### src/rtl/sfc_pkg.sv
`default_nettype none
// ----------------------------------------------------------------------------
// sfc_pkg
// Shared types, widths and helpers for the sphere/frustum cull and LOD block.
// ----------------------------------------------------------------------------
package sfc_pkg;

    localparam int DEF_ID_BITS   = 16;
    localparam int DEF_FRAC_BITS = 16;

    localparam int CFG_IDX_W = 3;
    localparam int OPND_W    = 33;
    localparam int PROD_W    = 2 * OPND_W;
    localparam int ACC_W     = PROD_W + 1;
    localparam int RAD_W     = 64;
    localparam int ROOT_W    = 32;

    typedef enum logic [1:0] {
        MODE_ROW0,
        MODE_ROW1,
        MODE_ROW2,
        MODE_SPHERE
    } mode_t;

    typedef struct packed {
        mode_t              mode;
        logic signed [31:0] val_a;
        logic signed [31:0] val_b;
        logic signed [31:0] val_c;
        logic signed [31:0] val_d;
        logic [15:0]        object_id;
    } item_t;

    typedef struct packed {
        logic [15:0] visible_id;
        logic [1:0]  lod_level;
    } result_t;

    function automatic logic signed [31:0] sat32(input logic signed [ACC_W-1:0] v);
        if (v > $signed({{(ACC_W-32){1'b0}}, 32'h7fff_ffff}))
            return 32'sh7fff_ffff;
        else if (v < $signed({{(ACC_W-32){1'b1}}, 32'h8000_0000}))
            return 32'sh8000_0000;
        else
            return v[31:0];
    endfunction

endpackage
`default_nettype wire

### src/rtl/sfc_mul.sv
`default_nettype none
// ----------------------------------------------------------------------------
// sfc_mul
// Shared signed multiplier with a registered product.
// ----------------------------------------------------------------------------
module sfc_mul
    import sfc_pkg::*;
(
    input  wire logic                     clk,
    input  wire logic signed [OPND_W-1:0] opnd_a,
    input  wire logic signed [OPND_W-1:0] opnd_b,
    output logic signed [PROD_W-1:0]      prod
);

    logic signed [PROD_W-1:0] prod_reg;

    always_ff @(posedge clk)
    begin
        prod_reg <= opnd_a * opnd_b;
    end

    assign prod = prod_reg;

endmodule
`default_nettype wire

### config.mk
export PLATFORM = sky130hd
export DESIGN_NAME = sfc_mul
export DESIGN_NICKNAME = d
export VERILOG_FILES = /design/src/rtl/sfc_pkg.sv /design/src/rtl/sfc_mul.sv
export SDC_FILE = /design/constraint.sdc
export NUM_CORES = 2
export LEC_CHECK = 0
export ABC_AREA = 1
export BUFFER_PORTS_ARGS = -buffer_cell sky130_fd_sc_hd__buf_2
export CAP_MARGIN = 20
export CORE_MARGIN = 1.5
export CORE_UTILIZATION = 40
export CTS_BUF_LIST = sky130_fd_sc_hd__clkbuf_16
export DETAILED_ROUTE_END_ITERATION = 8
export RECOVER_POWER = 100
export SYNTH_ARGS = -nofsm -noshare
export SYNTH_HDL_FRONTEND = slang
export SYNTH_SLANG_ARGS = --single-unit
### constraint.sdc
create_clock -name clk -period 6.4 [get_ports clk]
set_input_delay 0 -clock clk [delete_from_list [all_inputs] [get_ports clk]]
set_output_delay 0 -clock clk [all_outputs]
set_load 0.01 [all_outputs]
==> key figures <==
Synthesis
  • XOR/XNOR Fraction of Synth Area: less than 1%
  • Synth Instances: about 5500
  • Synth unique cells: 35
  • EDFF count, synth: 0
  • Count of yosys warnings during synthesis: 0
  • Seq cells post-synth: 66
  • Largest cells by area after synthesis: fa_1, inv_1, nand2_1
  • Commonest cells post-synth: inv_1, nand2_1, fa_1
  • Seq/Total Area, Yosys: about 3.1%
  • Synth Area in Compound Gates: 1.377%
  • Top-count cell post-synth: inv_1
  • Syn avg cell area: 7.789 µm²
  • Simple-Gate Fraction of Synth Area: between 15 and 20%
  • Fraction of registers with async set/reset: 0%
  • Largest family of logic cells by synthesized area: adder cells
  • Mapped Area: 43170 µm²
  • Post-synth top area share: a little over half
  • Mux contribution to synthesized area: 0%
  • Post-synth top area cell: fa_1
  • Adder-Cell Fraction of Synth Area: about 60%
  • Syn nets: 6972
  • Prevailing post-synth register cell: dfxtp_1

Clock network
  • Max Root-Sink Buffers: 2
  • CTS sink count: 66
  • H-tree depth: 3
  • Root Buffer: clkbuf_16
  • Worst-path clk slew: approximately 60 ps
  • Num CTS Buffers: 9
  • CTS tree: done

Outcome
  • Status: completed

Critical path
  • Crit-path max FO: 18
  • Startpoint Class: input pin
  • Critical path capture point type: flip-flop
  • Worst Path Buf+Inv: 10
  • Critical Path Slowest Stage Cell: fa_2
  • WP data required: 6610 ps
  • Levels on crit path: 28
  • Top delay family on crit path: adder cells
  • Max incr delay on CP: a little over 600 ps
  • Critical path class: in2reg
  • Arrival @ worst endpoint: ~6400 ps

Die
  • Row count: 120
  • Die Height: roughly 330 µm
  • Core area: about 110000 µm²
  • Die ar.: 109900 µm²
  • Die X: approximately 330 µm
  • Starting Density: 40.33%
  • # IOs: approximately 130

Finish
  • Reg area: about 1300 µm²
  • Ratio of cells with drive above 1 in the final layout: between 10% and 20%
  • Cell area after layout: ~50000 µm²
  • Final net count: roughly 7300
  • Fillers: 10730
  • Area Overhead vs Synth: 15.45%
  • Max reg flops: 66
  • Multi-input gate area: 34520 µm²

STA
  • Setup violators final: 0
  • Period utilisation layout: 97.45%
  • Max Freq: roughly 160 MHz
  • Minimum clock period after layout: roughly 6200 ps
  • Max-slew violations: 0
  • Slew margin rel.: about three fifths
  • Unrepaired setup endpoints after global routing: yes
  • Actual slew at the worst max-slew pin: 618.2 ps
  • Final Hold Vio Count: 0

Global routing
  • Antenna violations before repair: 3
  • Gr usage total: 23.55%
  • Vias in the first global route: ~37000
  • Pin count of the biggest net entering global routing: 34
  • Grt ovf: 0
  • First-pass GRT wire length: roughly 200 mm

Place
  • Routability congestion estimate: ~0.92
  • Dpl cell area: between 40000 and 50000 µm²
  • Post-DP HPWL: about 110 mm
  • Count of input and output buffers: ~130

Flow run
  • MaxCap Viol Count: 0

Worst hold path
  • Hold Crit Class: in2reg
  • WHS Path Cells: 4

Detailed routing
  • Antenna viol nets, final: 0
  • Starting DRT DRC Count: 1939
  • Drt wl/cell: ~17 µm
  • Final WL: between 100 and 150 mm
  • First-pass DRT Iterations: 6
  • DRC viols: 0
  • Vias: around 34000
  • Avg Vias per Cell: around 4.6
timing repair:
item / in CTS / in global routing
setup endpoints to repair: 15 / 42
setup buffers: 1 / 2
resized for setup: 14 / 203
pin swaps: 1 / 32
hold buffers: 0 / 0
metrics by stage:
stage,worst slack [ps],hold slack [ps],std cells,TNS (ps),util [%]
global placement,-525.9,396.2,7278,-13030,45.55
finish,163.3,217.7,7298,0,46.56
global route,-65.79,219.6,7297,-267.7,46.56
CTS,4.930,188.2,7295,0,45.86
detailed placement,-491.2,392.1,7278,-12710,45.55
floorplan,3.971,263.6,5543,0,-
per-layer routing:
| metal | GRT usage (%) | wire, µm | vias to the layer above |
|---|---|---|---|
| met5 | 0 | 8 | - |
| met4 | 5.628 | 3608 | 2 |
| met3 | 1.853 | 5659 | 175 |
| met2 | 42.52 | 62770 | 807 |
| met1 | 30.55 | 51290 | 16920 |
| li1 | - | - | 15680 |
logic make-up after synthesis:
logic type,Yosys count
compound gates,106
buf+inv,2158
simple gates,1810
xor+xnor,41
fa+ha+maj,1362
flops,66
layout by cell type, fill, tap and decap left out, drive strengths merged:
master and count:
a21boi 1, a21o 2, a21oi 65, and2 3, buf 521, clkbuf 86
clkinv 5, clkinvlp 2, dfxtp 66, diode 1, fa 1145, ha 217
inv 1895, nand2 1534, nand3 78, nand3b 3, nand4 19, nor2 154
nor3 8, nor4 5, o21a 1, o21ai 23, o21bai 14, or2 6
xnor2 4, xor2 37
worst paths after layout:
path	startpoint	end	slack [ps]
max	opnd_a[32]	prod[58]$_DFF_P_	160
min	opnd_a[0]	prod[0]$_DFF_P_	220
tightest hold or removal path, stage by stage:
cell,delay (ps)
buf_2,170
buf_12,200
nand2_1,90
inv_1,30
layout make-up:
class                           instances  share of cell area [%]
Multi-Input combinational cell       3319                   69.26
Inverter                             1895                   14.28
Timing Repair Buffer                  598                   9.735
Tap cell                             1403                   3.522
Sequential cell                        66                   2.651
Clock buffer                            9                  0.4518
Clock inverter                          7                 0.09539
Antenna cell                            1                0.005020
Power is left out: the tool's default activity adds up to more than one toggle a clock period on the data nets, which glitch-free logic cannot reach.
