<file path="config.mk">
export PLATFORM = sky130hd
export DESIGN_NAME = sfc_sqrt
export DESIGN_NICKNAME = d
export VERILOG_FILES = /design/src/rtl/sfc_pkg.sv /design/src/rtl/sfc_sqrt.sv
export SDC_FILE = /design/constraint.sdc
export NUM_CORES = 1
export LEC_CHECK = 0
export BUFFER_PORTS_ARGS = -buffer_cell sky130_fd_sc_hd__buf_2
export CAP_MARGIN = 20
export CORE_MARGIN = 2
export CORE_UTILIZATION = 40
export DETAILED_ROUTE_END_ITERATION = 16
export PLACE_DENSITY = 0.68
export SYNTH_ARGS = -nofsm -noshare
export SYNTH_HDL_FRONTEND = slang
export SYNTH_SLANG_ARGS = --single-unit
</file>
<file path="constraint.sdc">
create_clock -name clk -period 7.6 [get_ports clk]
set_input_delay 1.14 -clock clk [delete_from_list [all_inputs] [get_ports clk]]
set_output_delay 1.14 -clock clk [all_outputs]
set_load 0.03 [all_outputs]
</file>
<file path="src/rtl/sfc_pkg.sv">
`default_nettype none
// ----------------------------------------------------------------------------
// sfc_pkg
// Shared types, widths and helpers for the sphere/frustum cull and LOD block.
// ----------------------------------------------------------------------------
package sfc_pkg;

    localparam int DEF_ID_BITS   = 16;
    localparam int DEF_FRAC_BITS = 16;

    localparam int CFG_IDX_W = 3;
    localparam int OPND_W    = 33;
    localparam int PROD_W    = 2 * OPND_W;
    localparam int ACC_W     = PROD_W + 1;
    localparam int RAD_W     = 64;
    localparam int ROOT_W    = 32;

    typedef enum logic [1:0] {
        MODE_ROW0,
        MODE_ROW1,
        MODE_ROW2,
        MODE_SPHERE
    } mode_t;

    typedef struct packed {
        mode_t              mode;
        logic signed [31:0] val_a;
        logic signed [31:0] val_b;
        logic signed [31:0] val_c;
        logic signed [31:0] val_d;
        logic [15:0]        object_id;
    } item_t;

    typedef struct packed {
        logic [15:0] visible_id;
        logic [1:0]  lod_level;
    } result_t;

    function automatic logic signed [31:0] sat32(input logic signed [ACC_W-1:0] v);
        if (v > $signed({{(ACC_W-32){1'b0}}, 32'h7fff_ffff}))
            return 32'sh7fff_ffff;
        else if (v < $signed({{(ACC_W-32){1'b1}}, 32'h8000_0000}))
            return 32'sh8000_0000;
        else
            return v[31:0];
    endfunction

endpackage
`default_nettype wire

</file>
<file path="src/rtl/sfc_sqrt.sv">
`default_nettype none
// ----------------------------------------------------------------------------
// sfc_sqrt
// Iterative floor square root, two radicand bits per cycle.
// ----------------------------------------------------------------------------
module sfc_sqrt
    import sfc_pkg::*;
(
    input  wire logic              clk,
    input  wire logic              rst_n,
    input  wire logic              start,
    input  wire logic [RAD_W-1:0]  radicand,
    output logic                   done,
    output logic [ROOT_W-1:0]      root
);

    logic             busy_reg;
    logic             done_reg;
    logic [RAD_W-1:0] rem_reg;
    logic [RAD_W-1:0] root_reg;
    logic [RAD_W-1:0] bit_reg;
    logic [RAD_W-1:0] trial;
    logic             take;

    assign trial = root_reg + bit_reg;
    assign take  = (rem_reg >= trial);

    always_ff @(posedge clk or negedge rst_n)
    begin
        if (!rst_n)
        begin
            busy_reg <= 1'b0;
            done_reg <= 1'b0;
        end
        else if (start)
        begin
            busy_reg <= 1'b1;
            done_reg <= 1'b0;
        end
        else if (busy_reg)
        begin
            busy_reg <= ~bit_reg[0];
            done_reg <= bit_reg[0];
        end
        else
        begin
            done_reg <= 1'b0;
        end
    end

    always_ff @(posedge clk)
    begin
        if (start)
        begin
            rem_reg  <= radicand;
            root_reg <= '0;
            bit_reg  <= RAD_W'(1) << (RAD_W - 2);
        end
        else if (busy_reg)
        begin
            if (take)
            begin
                rem_reg  <= rem_reg - trial;
                root_reg <= (root_reg >> 1) + bit_reg;
            end
            else
            begin
                root_reg <= root_reg >> 1;
            end
            bit_reg <= bit_reg >> 2;
        end
    end

    assign done = done_reg;
    assign root = root_reg[ROOT_W-1:0];

endmodule
`default_nettype wire

</file>
==> impl_metrics.ini <==
[status]
outcome = finished clean

[sta]
period_share_pct = 85.4
clock_skew_ps = 15.5
whs_ps = 447
max_freq_mhz = 154
worst_pin_slew_ps = 779
fin_ws_ps = 1110
drv_slew = 0
hold_viol_final = 0
fin_tns_setup_ps = 0
rsz0062_at_grt = no
relSlewSlack_pct = 47.5
period_needed_ps = 6490
setup_viol = 0

[detailed_routing]
drt_drc_violations_left = 0
via_count = 14500
drt_iter0_drc = 1077
first_pass_iters = 6
drt-wirelength-per-cell_microns = 18.4
viasPerCell = 5.92
ant_nets = 0
routed_wl_microns = 44900

[clock_tree]
cts_resized = 0
clock-sinks = 162
cts.reportedPaths.clkPinSlew_ps = 70
htree_levels = 4
cts_inserted_buffers = 17
cts_hold_buf = 0
root_buffer = clkbuf_16
cts.path.max_buffers = 2
clkLatencyLatePin_ps = 470
cts_setup_buffers = 0
cts_tree = built

[power]
p_total_mw = 5.82
power_per_cell_area_nw_per_um2 = 356
p_leak_nw = 6.47
peakVddDrop_uv = 217

[setup_path]
critPathBufInv = 0
cp_data_arrival_time_ps = 6850
start_kind = flop
crit_type = flop to flop
r2r_slack_ps = 1110
cp-end-kind = flop
critical-path-top-delay-family = compound AO/OA/AOI/OAI gates
reg2reg_from = bit_reg[0]$_SDFFE_PP0P_
timing.rr.end = root_reg[61]$_SDFFE_PP0P_
crit_path_max_fanout = 66
cp_slowest_cell = a221oi_2
cp.required_ps = 7970
cpPeakStageDelay_ps = 660
cpMostUsedCell = ha_1
path_cells = ha_1 -> ha_1 -> a21oi_1 -> o21ai_0 -> a221oi_2 -> a211oi_1 -> o2111ai_1 -> a31oi_1 -> a21boi_0 -> nor2b_1 -> xnor2_1 -> ha_1 -> nand2_1 -> o21ai_0 -> o21bai_1 -> a21oi_1 -> o41ai_1 -> nand2_1 -> or2_4 -> a2111o_1 -> a21o_1 -> a311oi_2
r2r_cells = 22

[floorplanning]
ios = 100
die-area_sq_um = 39600
core_sq_um = 37600
dieWidth_microns = 199
fp.dieH_microns = 199
placementRows = 71
start_util_pct = 40.5

[yosys]
synth_ff_type = dfxtp_1
synth.area.mux_share_pct = 3.74
synth_area_sq_um = 15200
synth.area.top_cells = dfxtp_1 13%, edfxtp_1 13%, ha_1 11%
avgSynthCellArea_sq_um = 7.89
yosys.area_share.simple_pct = 18.5
synth_edf_count = 64
yosysTopAreaCell = dfxtp_1
synth_top_family_by_area = compound AO/OA/AOI/OAI gates
ys_seq_area_share_pct = 25.6
synth_common_cells = 222 x nand2_1, 171 x o21ai_0, 164 x nor2_1, 136 x a21oi_1, 130 x ha_1
synth-xor-area-share_pct = 8.97
synth_top_area_share_pct = 12.6
synth_most_common_cell = nand2_1
syn-num-nets = 2128
ys_ff_latch = 162
async_reset_ff_share_pct = 1.23
netlist_instances = 1930
synth_compound_area_share_pct = 26.6
synth_warnings = 0
synth_fa_ha_area_share_pct = 10.8
netlist-cell-type-count = 87

[global_routing]
grt_max_degree = 91
grt_usage_pct = 22.7
grt_pass1_wl_microns = 71700
grt_antenna_before_repair = 0
gr-total-overflow = 0
grt_pass1_vias = 13800

[min_path]
hold_class = input port to async pin

[place]
numPortBuffers = 99
place_congestion = 0.958
dp.final_hpwl_microns = 34200
placed_cell_area_sq_um = 15800
pre_cts_slack_ps = 1300
place_inst = 2410

[finish]
area_growth_pct = 7.32
antenna_cells = 0
n_fill_cell = 3779
stdcell_area_sq_um = 16300
layout-drive-gt1-share_pct = 9.17
stdcell_count = 2442
finish.utilization_pct = 43.5
nets = 2116

[run]
drv_cap = 0
-- layout by cell type (no fill, tap or decap), types with 11 or more instances in the layout --
cell type | synthesis | layout
edfxtp_1 | 64 | 64
clkbuf_16 | 0 | 17
inv_1 | 44 | 44
a21boi_0 | 14 | 14
a21oi_1 | 136 | 136
o21ai_1 | 11 | 11
mux2i_1 | 49 | 49
a21o_1 | 37 | 37
o21bai_1 | 25 | 25
nand3_1 | 37 | 37
and3_1 | 20 | 20
a221oi_1 | 15 | 15
o211ai_1 | 13 | 13
ha_1 | 130 | 130
nor2b_1 | 18 | 18
or3_1 | 11 | 11
xnor2_1 | 89 | 89
a211oi_1 | 42 | 42
nand2_1 | 222 | 221
o21ai_0 | 171 | 171
and2_1 | 17 | 17
nor2_1 | 164 | 164
dfxtp_1 | 96 | 96
a311oi_1 | 13 | 13
nor3_1 | 21 | 21
nand4_1 | 51 | 51
a31oi_1 | 65 | 65
o31ai_1 | 18 | 18
buf_2 | 13 | 98
xor2_1 | 67 | 67
-- power breakdown --
| group | internal, mW | total (mW) | switching, mW |
|---|---|---|---|
| sequential | 1.25 | 1.42 | 0.166 |
| clock | 0.464 | 0.868 | 0.404 |
| combinational | 1.31 | 3.54 | 2.23 |
| total | 3.03 | 5.82 | 2.80 |
-- worst reg2reg max path: stages, from the launching register on --
cell and delay (ps):
dfxtp_1 350, ha_1 210, ha_1 210, a21oi_1 240
o21ai_0 300, a221oi_2 660, a211oi_1 290, o2111ai_1 330
a31oi_1 180, a21boi_0 330, nor2b_1 100, xnor2_1 180
ha_1 420, nand2_1 110, o21ai_0 320, o21bai_1 190
a21oi_1 150, o41ai_1 110, nand2_1 200, or2_4 510
a2111o_1 530, a21o_1 190, a311oi_2 270
-- layout make-up --
type	count	area, sq um	area share, %
inverter	46	173	1.06
multi-input combinational	1581	10500	64.1
clock buffer	18	439	2.69
clock inverter	14	128	0.781
tap	511	639	3.91
timing repair buffer	110	597	3.65
sequential	162	3900	23.9
-- cells by family after synthesis --
kind of cell | count (synthesis)
AO/OA/AOI/OAI | 633
XOR/XNOR | 156
multiplexers | 56
buffers and inverters | 187
flip-flops | 162
AND/OR/NAND/NOR | 605
adder cells (fa/ha/maj) | 131
-- metal layers --
layer	share of wire [%]	GRT usage, %	routed length, microns
met3	5.6	4.46	2500
met4	3.1	8.93	1400
met5	0	0	0
met2	47	37.9	21300
met1	44	28.8	19700
-- how the worst max path moves through the flow --
stage	from	to	slack, ps	depth (start not counted)
finish	bit_reg[0]$_SDFFE_PP0P_	root_reg[61]$_SDFFE_PP0P_	1110	22
floorplan	root_reg[12]$_SDFFE_PP0P_	rem_reg[0]$_DFFE_PP_	1540	22
CTS	root_reg[28]$_SDFFE_PP0P_	root_reg[61]$_SDFFE_PP0P_	1240	20
global placement	root_reg[28]$_SDFFE_PP0P_	rem_reg[2]$_DFFE_PP_	1390	20
detailed placement	root_reg[10]$_SDFFE_PP0P_	root_reg[61]$_SDFFE_PP0P_	1300	21
global route	root_reg[8]$_SDFFE_PP0P_	root_reg[61]$_SDFFE_PP0P_	550	22
No activity file was read; power rests on OpenSTA's default activity.
