$ cat src/rtl/sfc_pkg.sv
`default_nettype none
// ----------------------------------------------------------------------------
// sfc_pkg
// Shared types, widths and helpers for the sphere/frustum cull and LOD block.
// ----------------------------------------------------------------------------
package sfc_pkg;

    localparam int DEF_ID_BITS   = 16;
    localparam int DEF_FRAC_BITS = 16;

    localparam int CFG_IDX_W = 3;
    localparam int OPND_W    = 33;
    localparam int PROD_W    = 2 * OPND_W;
    localparam int ACC_W     = PROD_W + 1;
    localparam int RAD_W     = 64;
    localparam int ROOT_W    = 32;

    typedef enum logic [1:0] {
        MODE_ROW0,
        MODE_ROW1,
        MODE_ROW2,
        MODE_SPHERE
    } mode_t;

    typedef struct packed {
        mode_t              mode;
        logic signed [31:0] val_a;
        logic signed [31:0] val_b;
        logic signed [31:0] val_c;
        logic signed [31:0] val_d;
        logic [15:0]        object_id;
    } item_t;

    typedef struct packed {
        logic [15:0] visible_id;
        logic [1:0]  lod_level;
    } result_t;

    function automatic logic signed [31:0] sat32(input logic signed [ACC_W-1:0] v);
        if (v > $signed({{(ACC_W-32){1'b0}}, 32'h7fff_ffff}))
            return 32'sh7fff_ffff;
        else if (v < $signed({{(ACC_W-32){1'b1}}, 32'h8000_0000}))
            return 32'sh8000_0000;
        else
            return v[31:0];
    endfunction

endpackage
`default_nettype wire

$ cat src/rtl/sfc_div.sv
`default_nettype none
// ----------------------------------------------------------------------------
// sfc_div
// Restoring unsigned divider, one quotient bit per cycle.
// ----------------------------------------------------------------------------
module sfc_div
    import sfc_pkg::*;
#(
    parameter int DVD_W = 32 + DEF_FRAC_BITS
)
(
    input  wire logic              clk,
    input  wire logic              rst_n,
    input  wire logic              start,
    input  wire logic [DVD_W-1:0]  dividend,
    input  wire logic [31:0]       divisor,
    output logic                   done,
    output logic [DVD_W-1:0]       quotient
);

    localparam int CNT_W = $clog2(DVD_W + 1);

    logic             busy_reg;
    logic             done_reg;
    logic [CNT_W-1:0] cnt_reg;
    logic [DVD_W-1:0] quo_reg;
    logic [31:0]      rem_reg;
    logic [32:0]      trial;
    logic [32:0]      diff;
    logic             take;

    // quo_reg shifts the dividend out at the top and the quotient in at the bottom
    assign trial = {rem_reg, quo_reg[DVD_W-1]};
    assign diff  = trial - {1'b0, divisor};
    assign take  = (trial >= {1'b0, divisor});

    always_ff @(posedge clk or negedge rst_n)
    begin
        if (!rst_n)
        begin
            busy_reg <= 1'b0;
            done_reg <= 1'b0;
            cnt_reg  <= '0;
        end
        else if (start)
        begin
            busy_reg <= 1'b1;
            done_reg <= 1'b0;
            cnt_reg  <= CNT_W'(DVD_W);
        end
        else if (busy_reg)
        begin
            busy_reg <= (cnt_reg != CNT_W'(1));
            done_reg <= (cnt_reg == CNT_W'(1));
            cnt_reg  <= cnt_reg - CNT_W'(1);
        end
        else
        begin
            done_reg <= 1'b0;
        end
    end

    always_ff @(posedge clk)
    begin
        if (start)
        begin
            quo_reg <= dividend;
            rem_reg <= '0;
        end
        else if (busy_reg)
        begin
            quo_reg <= {quo_reg[DVD_W-2:0], take};
            rem_reg <= take ? diff[31:0] : trial[31:0];
        end
    end

    assign done     = done_reg;
    assign quotient = quo_reg;

endmodule
`default_nettype wire
$ cat config.mk
export PLATFORM = sky130hd
export DESIGN_NAME = sfc_div
export DESIGN_NICKNAME = d
export VERILOG_FILES = /design/src/rtl/sfc_pkg.sv /design/src/rtl/sfc_div.sv
export SDC_FILE = /design/constraint.sdc
export NUM_CORES = 1
export LEC_CHECK = 0
export ABC_AREA = 1
export ABC_CLOCK_PERIOD_IN_PS = 3300
export BUFFER_PORTS_ARGS = -buffer_cell sky130_fd_sc_hd__buf_2
export CORE_UTILIZATION = 55
export CTS_CLUSTER_DIAMETER = 30
export CTS_CLUSTER_SIZE = 12
export DETAILED_ROUTE_END_ITERATION = 6
export MAX_ROUTING_LAYER = met4
export PLACE_DENSITY_LB_ADDON = 0.3
export RECOVER_POWER = 50
export SLEW_MARGIN = 25
export SYNTH_ARGS = -nofsm -noshare
export SYNTH_HDL_FRONTEND = slang
export SYNTH_SLANG_ARGS = --single-unit
$ cat constraint.sdc
create_clock -name clk -period 3.3 [get_ports clk]
set_input_delay 0.66 -clock clk [delete_from_list [all_inputs] [get_ports clk]]
set_output_delay 0.66 -clock clk [all_outputs]
set_load 0.05 [all_outputs]
==> results.tsv, run 1 <==
metric	value	unit
critPathMaxFanout	48	
synth.largest_area_cell	nand2_1	
synth_fa_ha_area_share	6.70	%
syn_to_final_growth	15.8	%
n_antenna_cell	0	
run_status	finished with violations	
die_w	112	um
drtIter0Drc	449	
syn-instance-count	1028	
hold_buffers	0	
r2r-end	rem_reg[30]	
crit_slowest_cell	clkbuf_1	
cts_made_buffers	9	
fmaxAchievable	0.389	GHz
cts_tree	yes	
grt_overflow	0	
relSlewSlack	-30.2	%
path_class	in2reg	
grt_usage	29.7	%
ir_worst_vdd	0.313	mV
first_global_vias	6106	
maxSlewViolCount	49	
final_nets	1272	
synthMuxAreaShare	0	%
yosys.area_share.xor_xnor	1.84	%
ys_top_cells_by_count	454 x nand2_1, 183 x inv_1, 75 x nand3_1, 48 x edfxtp_1, 40 x nor2_1	
required	3.50	ns
synth_compound_gate_area_share	3.97	%
yosys_warnings	0	
yosysMostFrequentCell	nand2_1	
skew	0.00740	ns
synth-edff-count	48	
path_cells	clkbuf_1 > clkinv_1 > clkbuf_1 > nand2_1 > nand2_1	
finalWorstSetupSlack	0.731	ns
clockBufferDepth	2	
clkLatencyLatePin	0.35	ns
cp-start-kind	input port	
yosysUniqueCellTypes	37	
worstMarginPinSlew	1.95	ns
power	5.89	mW
antenna_found_initial	0	
hold_viol	0	
grt_pass1_wl	28600	um
initial_utilization	57.2	%
synth.area.top_cells	nand2_1 26%, edfxtp_1 22%, inv_1 10%	
fin_crit_sh	77.9	%
pin_count	132	
tns	0	ns
synth_top_family_by_area	simple AND/OR/NAND/NOR gates	
regToRegSetupSlack	1.00	ns
end_kind	flop	
rsz0062_at_grt	no	
synth_ff_type	edfxtp_1	
wl_per_cell	13.3	um
setup_viol	0	
largest_register_ffs	48	
p_leak	4.45	nW
seq_area_frac_synth	34.3	%
synth-seq-cells	88	
maxCapViolCount	1	
dp_hpwl	13300	um
max_stage_delay	1.41	ns
fin_util	66.3	%
htree_levels	3	
die-area	12500	um^2
rows	39	
ff2ff_path_depth	16	
syn_area_per_cell	6.47	um^2
ant_nets	0	
postRouteWirelength	17300	um
io_buffers	131	
synth_nets	1146	
drive_gt1_share	15.3	%
clk_pin_slew	0.07	ns
synth_top_area_share	25.6	%
viasPerCell	5.07	
clock_sinks	88	
pre_cts_ws	0.535	ns
drc	7	
arrival	2.77	ns
violations	design-rule violations, max-capacitance violations, max-slew violations	
place.gp.congestion	1.05	
synth_area	6650	um^2
cts_setup_buffers	0	
power_density	765	nW/um^2
drt-pass1-iter-count	7	
worstHoldPathType	in2async	
ctsResizeCount	0	
yosys.area_share.simple	40.4	%
die_height	112	um
vias	6604	
cts.root.buffer_cell	clkbuf_16	
synth-async-reset-ratio	9.09	%
coreArea	11600	um^2
fin_crit	2.57	ns
grt_max_degree	49	
r2r_start	rem_reg[7]	
==> area by class of cell <==
cell class	instances	area [um^2]
Timing Repair Buffer	141	713
Fill cell	1084	3910
Multi-Input combinational cell	728	3520
Tap cell	143	179
Clock buffer	9	225
Clock inverter	7	82.6
Sequential cell	88	2280
Inverter	186	698
==> metal layers <==
| metal | up-vias | global-route usage, % | part of all wire (%) |
|---|---|---|---|
| met5 | - | - | 0 |
| met4 | 0 | 7.29 | 1.3 |
| met3 | 24 | 4.03 | 5.6 |
| met2 | 196 | 48.2 | 46 |
| met1 | 2979 | 39.2 | 47 |
| li1 | 3405 | - | - |
==> metrics by stage <==
stage               cells  hold slack, ns  cell area (um^2)
detailed placement   1286           0.463              7410
finish               1302           0.219              7700
floorplan            1028           0.364              6650
global route         1302           0.250              7700
global placement     1286           0.459              7410
CTS                  1302           0.138              7720
==> cell usage in the layout (no fill, tap or decap), types with 10 or more instances in the layout <==
| cell type | count |
|---|---|
| ha_1 | 34 |
| xnor2_1 | 13 |
| nand2_1 | 454 |
| a21oi_1 | 22 |
| buf_2 | 120 |
| inv_1 | 183 |
| dfxtp_1 | 32 |
| nand2_2 | 10 |
| edfxtp_1 | 48 |
| nor2_1 | 40 |
| o21ai_1 | 10 |
| clkbuf_1 | 12 |
| nand3b_1 | 15 |
| nand3_1 | 75 |
==> power breakdown <==
group          switching, mW  internal (mW)
Combinational           2.13           1.12
Sequential             0.161           1.41
Clock                  0.481          0.597
Total                   2.77           3.13
==> how the worst max path moves through the flow <==
stage / start / to / slack (ns) / cells after the start
detailed placement: divisor[8] / rem_reg[30] / 0.53 / 18
global placement: divisor[8] / rem_reg[30] / 0.56 / 18
CTS: divisor[8] / rem_reg[30] / 0.90 / 18
floorplan: start / quotient[0] / 0.26 / 4
global route: start / quotient[16] / 0.48 / 5
finish: start / quotient[16] / 0.73 / 5
==> cell families (layout without fill, tap and decap cells) <==
group / after synthesis / after routing
compound gates: 49 / 49
buf+inv: 212 / 343
flops: 88 / 88
xor+xnor: 14 / 14
simple gates: 630 / 630
fa+ha+maj: 35 / 35
==> worst max-delay path, delay by kind of cell <==
family	cells	cell delay, ns
buffers and inverters	3	1.69
and+or+nand+nor	2	0.40
Note: power is estimated with default switching activity, not from simulation.
==> inputs of run 2 (changes only) <==
--- a/config.mk
+++ b/config.mk
@@ -5,8 +5,8 @@
 export SDC_FILE = /design/constraint.sdc
 export NUM_CORES = 1
 export LEC_CHECK = 0
-export ABC_AREA = 1
-export ABC_CLOCK_PERIOD_IN_PS = 3300
+export ABC_AREA = 0
+export ABC_CLOCK_PERIOD_IN_PS = 2500
 export BUFFER_PORTS_ARGS = -buffer_cell sky130_fd_sc_hd__buf_2
 export CORE_UTILIZATION = 55
 export CTS_CLUSTER_DIAMETER = 30
==> constraint.sdc (replaced) <==
create_clock -name clk -period 2.5 [get_ports clk]
set_input_delay 0.5 -clock clk [delete_from_list [all_inputs] [get_ports clk]]
set_output_delay 0.5 -clock clk [all_outputs]
set_load 0.05 [all_outputs]
==> results.tsv, run 2 <==
metric	value	unit
run_status	finished with violations	
violations	negative setup slack	
seq_area_frac_synth	39.0	%
rows	37	
coreArea	10300	um^2
fin_crit_sh	113	%
end_kind	flop	
ir_worst_vdd	0.813	mV
n_antenna_cell	0	
setup_viol	33	
cts_made_buffers	9	
rsz0062_at_grt	yes	
synth-edff-count	48	
skew	0.00949	ns
drtIter0Drc	553	
synth-seq-cells	88	
grt_overflow	0	
grt_max_degree	50	
maxSlewViolCount	0	
fmaxAchievable	0.353	GHz
synth_area	5860	um^2
regToRegSetupSlack	-0.33	ns
drc	0	
clockBufferDepth	2	
die-area	11100	um^2
cts_tree	yes	
power_density	1190	nW/um^2
required	2.76	ns
syn_to_final_growth	46.2	%
finalWorstSetupSlack	-0.330	ns
pin_count	132	
die_height	105	um
final_common_cell	buf_4	
most-common-layout-cells	147 x buf_4, 108 x buf_2, 48 x edfxtp_1, 46 x mux2_2, 45 x nor2_1	
fin_util	82.9	%
postRouteWirelength	20000	um
cpMostUsedCell	o31ai_4	
placed_area	7590	um^2
grt_usage	33.9	%
io_buffers	131	
syn_area_per_cell	10.3	um^2
clk_pin_slew	0.10	ns
yosys_warnings	0	
crit_family	compound AO/OA/AOI/OAI gates	
relSlewSlack	28.7	%
syn-instance-count	570	
p_leak	3.95	nW
synth.largest_area_cell	edfxtp_1	
critPathMaxFanout	6	
grt_pass1_wl	28700	um
viasPerCell	6.06	
largest_register_ffs	48	
cp-start-kind	flop	
critPathBufInv	3	
place.gp.congestion	0.957	
yosysUniqueCellTypes	84	
htree_levels	3	
final_area	8560	um^2
drt-pass1-iter-count	6	
arrival	3.09	ns
power	10.2	mW
fin_crit	2.83	ns
ys_top_cells_by_count	48 x edfxtp_1, 47 x mux2_2, 46 x nor2_1, 43 x inv_1, 34 x ha_1	
ant_nets	0	
first_global_vias	6117	
initial_utilization	56.7	%
final_nets	967	
synth_nets	688	
yosysMostFrequentCell	edfxtp_1	
synth_top_area_share	24.6	%
clkLatencyLatePin	0.38	ns
path_cells	inv_2 > ha_4 > fa_2 > nor2b_4 > o31ai_4 > and3_4 > o31ai_4 > buf_12 > buf_4 > a211oi_4 > o221ai_1 > a21oi_1 > xor2_1 > o21ai_1	
dp_hpwl	11700	um
hold_viol	0	
fill_cells	542	
vias	5996	
max_stage_delay	0.45	ns
worstHoldPathType	in2reg	
crit_slowest_cell	edfxtp_1	
clock_sinks	88	
cts.root.buffer_cell	clkbuf_8	
path_class	reg2reg	
wl_per_cell	20.2	um
synth-async-reset-ratio	9.09	%
synth.area.top_cells	edfxtp_1 25%, dfxtp_1 11%, mux2_2 9.0%	
maxCapViolCount	0	
antenna_found_initial	0	
worstMarginPinSlew	1.07	ns
die_w	105	um
synth_ff_type	edfxtp_1	
drive_gt1_share	51.5	%
run 2: changes by cell type after synthesis, sizes merged, moves of 12 or more:
cell and change:
mux2i +19, mux2 +47, nand3b -12, inv -142, nand3 -68, a211oi +22, nand2 -438, xor2 +12
a21oi +12
run 2: cell type report:
class	count	area [um^2]	area share [%]
Inverter	43	169	1.97
Sequential cell	88	2300	26.9
Timing Repair Buffer	298	1990	23.3
Clock inverter	7	106	1.24
Clock buffer	9	124	1.45
Tap cell	136	170	1.99
Multi-Input combinational cell	409	3690	43.1
run 2: what timing repair did:
action                                 CTS  global route
setup endpoints to repair               32            33
gates resized for setup                 62            27
hold buffers                             1             0
endpoints found under the hold margin    8             0
setup buffers                           22            11
pin swaps                               29            20
gates cloned                             1             0
run 2: layer usage:
| metal | part of all wire (%) | GRT usage, % | vias to the layer above | wire [um] |
|---|---|---|---|---|
| li1 | - | - | 2638 | - |
| met1 | 36 | 37.0 | 2828 | 7200 |
| met2 | 51 | 60.3 | 395 | 10300 |
| met3 | 7.0 | 5.74 | 135 | 1390 |
| met4 | 5.5 | 14.7 | 0 | 1100 |
| met5 | 0 | - | - | 0 |
run 2: per-stage QoR:
stage               worst slack (ns)  setup TNS (ns)  instances  hold slack [ns]
finish                        -0.330           -6.27        990            0.410
global route                  -0.420           -7.84        990            0.404
detailed placement            -0.488          -13.13        941            0.351
floorplan                     -0.289           -3.45        570            0.204
CTS                           -0.133           -1.74        980            0.411
global placement              -0.434          -11.62        941            0.346
run 2: power by group:
part | leakage, nW | switching (mW) | internal [mW]
Clock | 0.114 | 0.611 | 0.576
Sequential | 0.870 | 0.342 | 1.94
Combinational | 2.97 | 3.27 | 3.48
Total | 3.95 | 4.22 | 6.00
run 2: logic make-up (layout without fill, tap and decap cells):
logic type | after synthesis | count (layout) | synth area share (%)
adder cells (fa/ha/maj) | 35 | 35 | 7.61
multiplexers | 66 | 66 | 12.3
buffers and inverters | 73 | 357 | 7.29
AND/OR/NAND/NOR | 156 | 156 | 14.3
XOR/XNOR | 33 | 33 | 4.94
flip-flops | 88 | 88 | 39.0
AO/OA/AOI/OAI | 119 | 119 | 14.6
run 2: final timing paths:
kind	startpoint	to	cells after the start
worst max-delay path	quotient[47]	rem_reg[30]	14
worst min-delay path	dividend[23]	quotient[23]	2
worst max register to register	quotient[47]	rem_reg[30]	14
worst min register to register	rem_reg[18]	rem_reg[19]	2
max in group asynchronous	rst_n	done	2
min in group asynchronous	rst_n	cnt_reg[4]	2
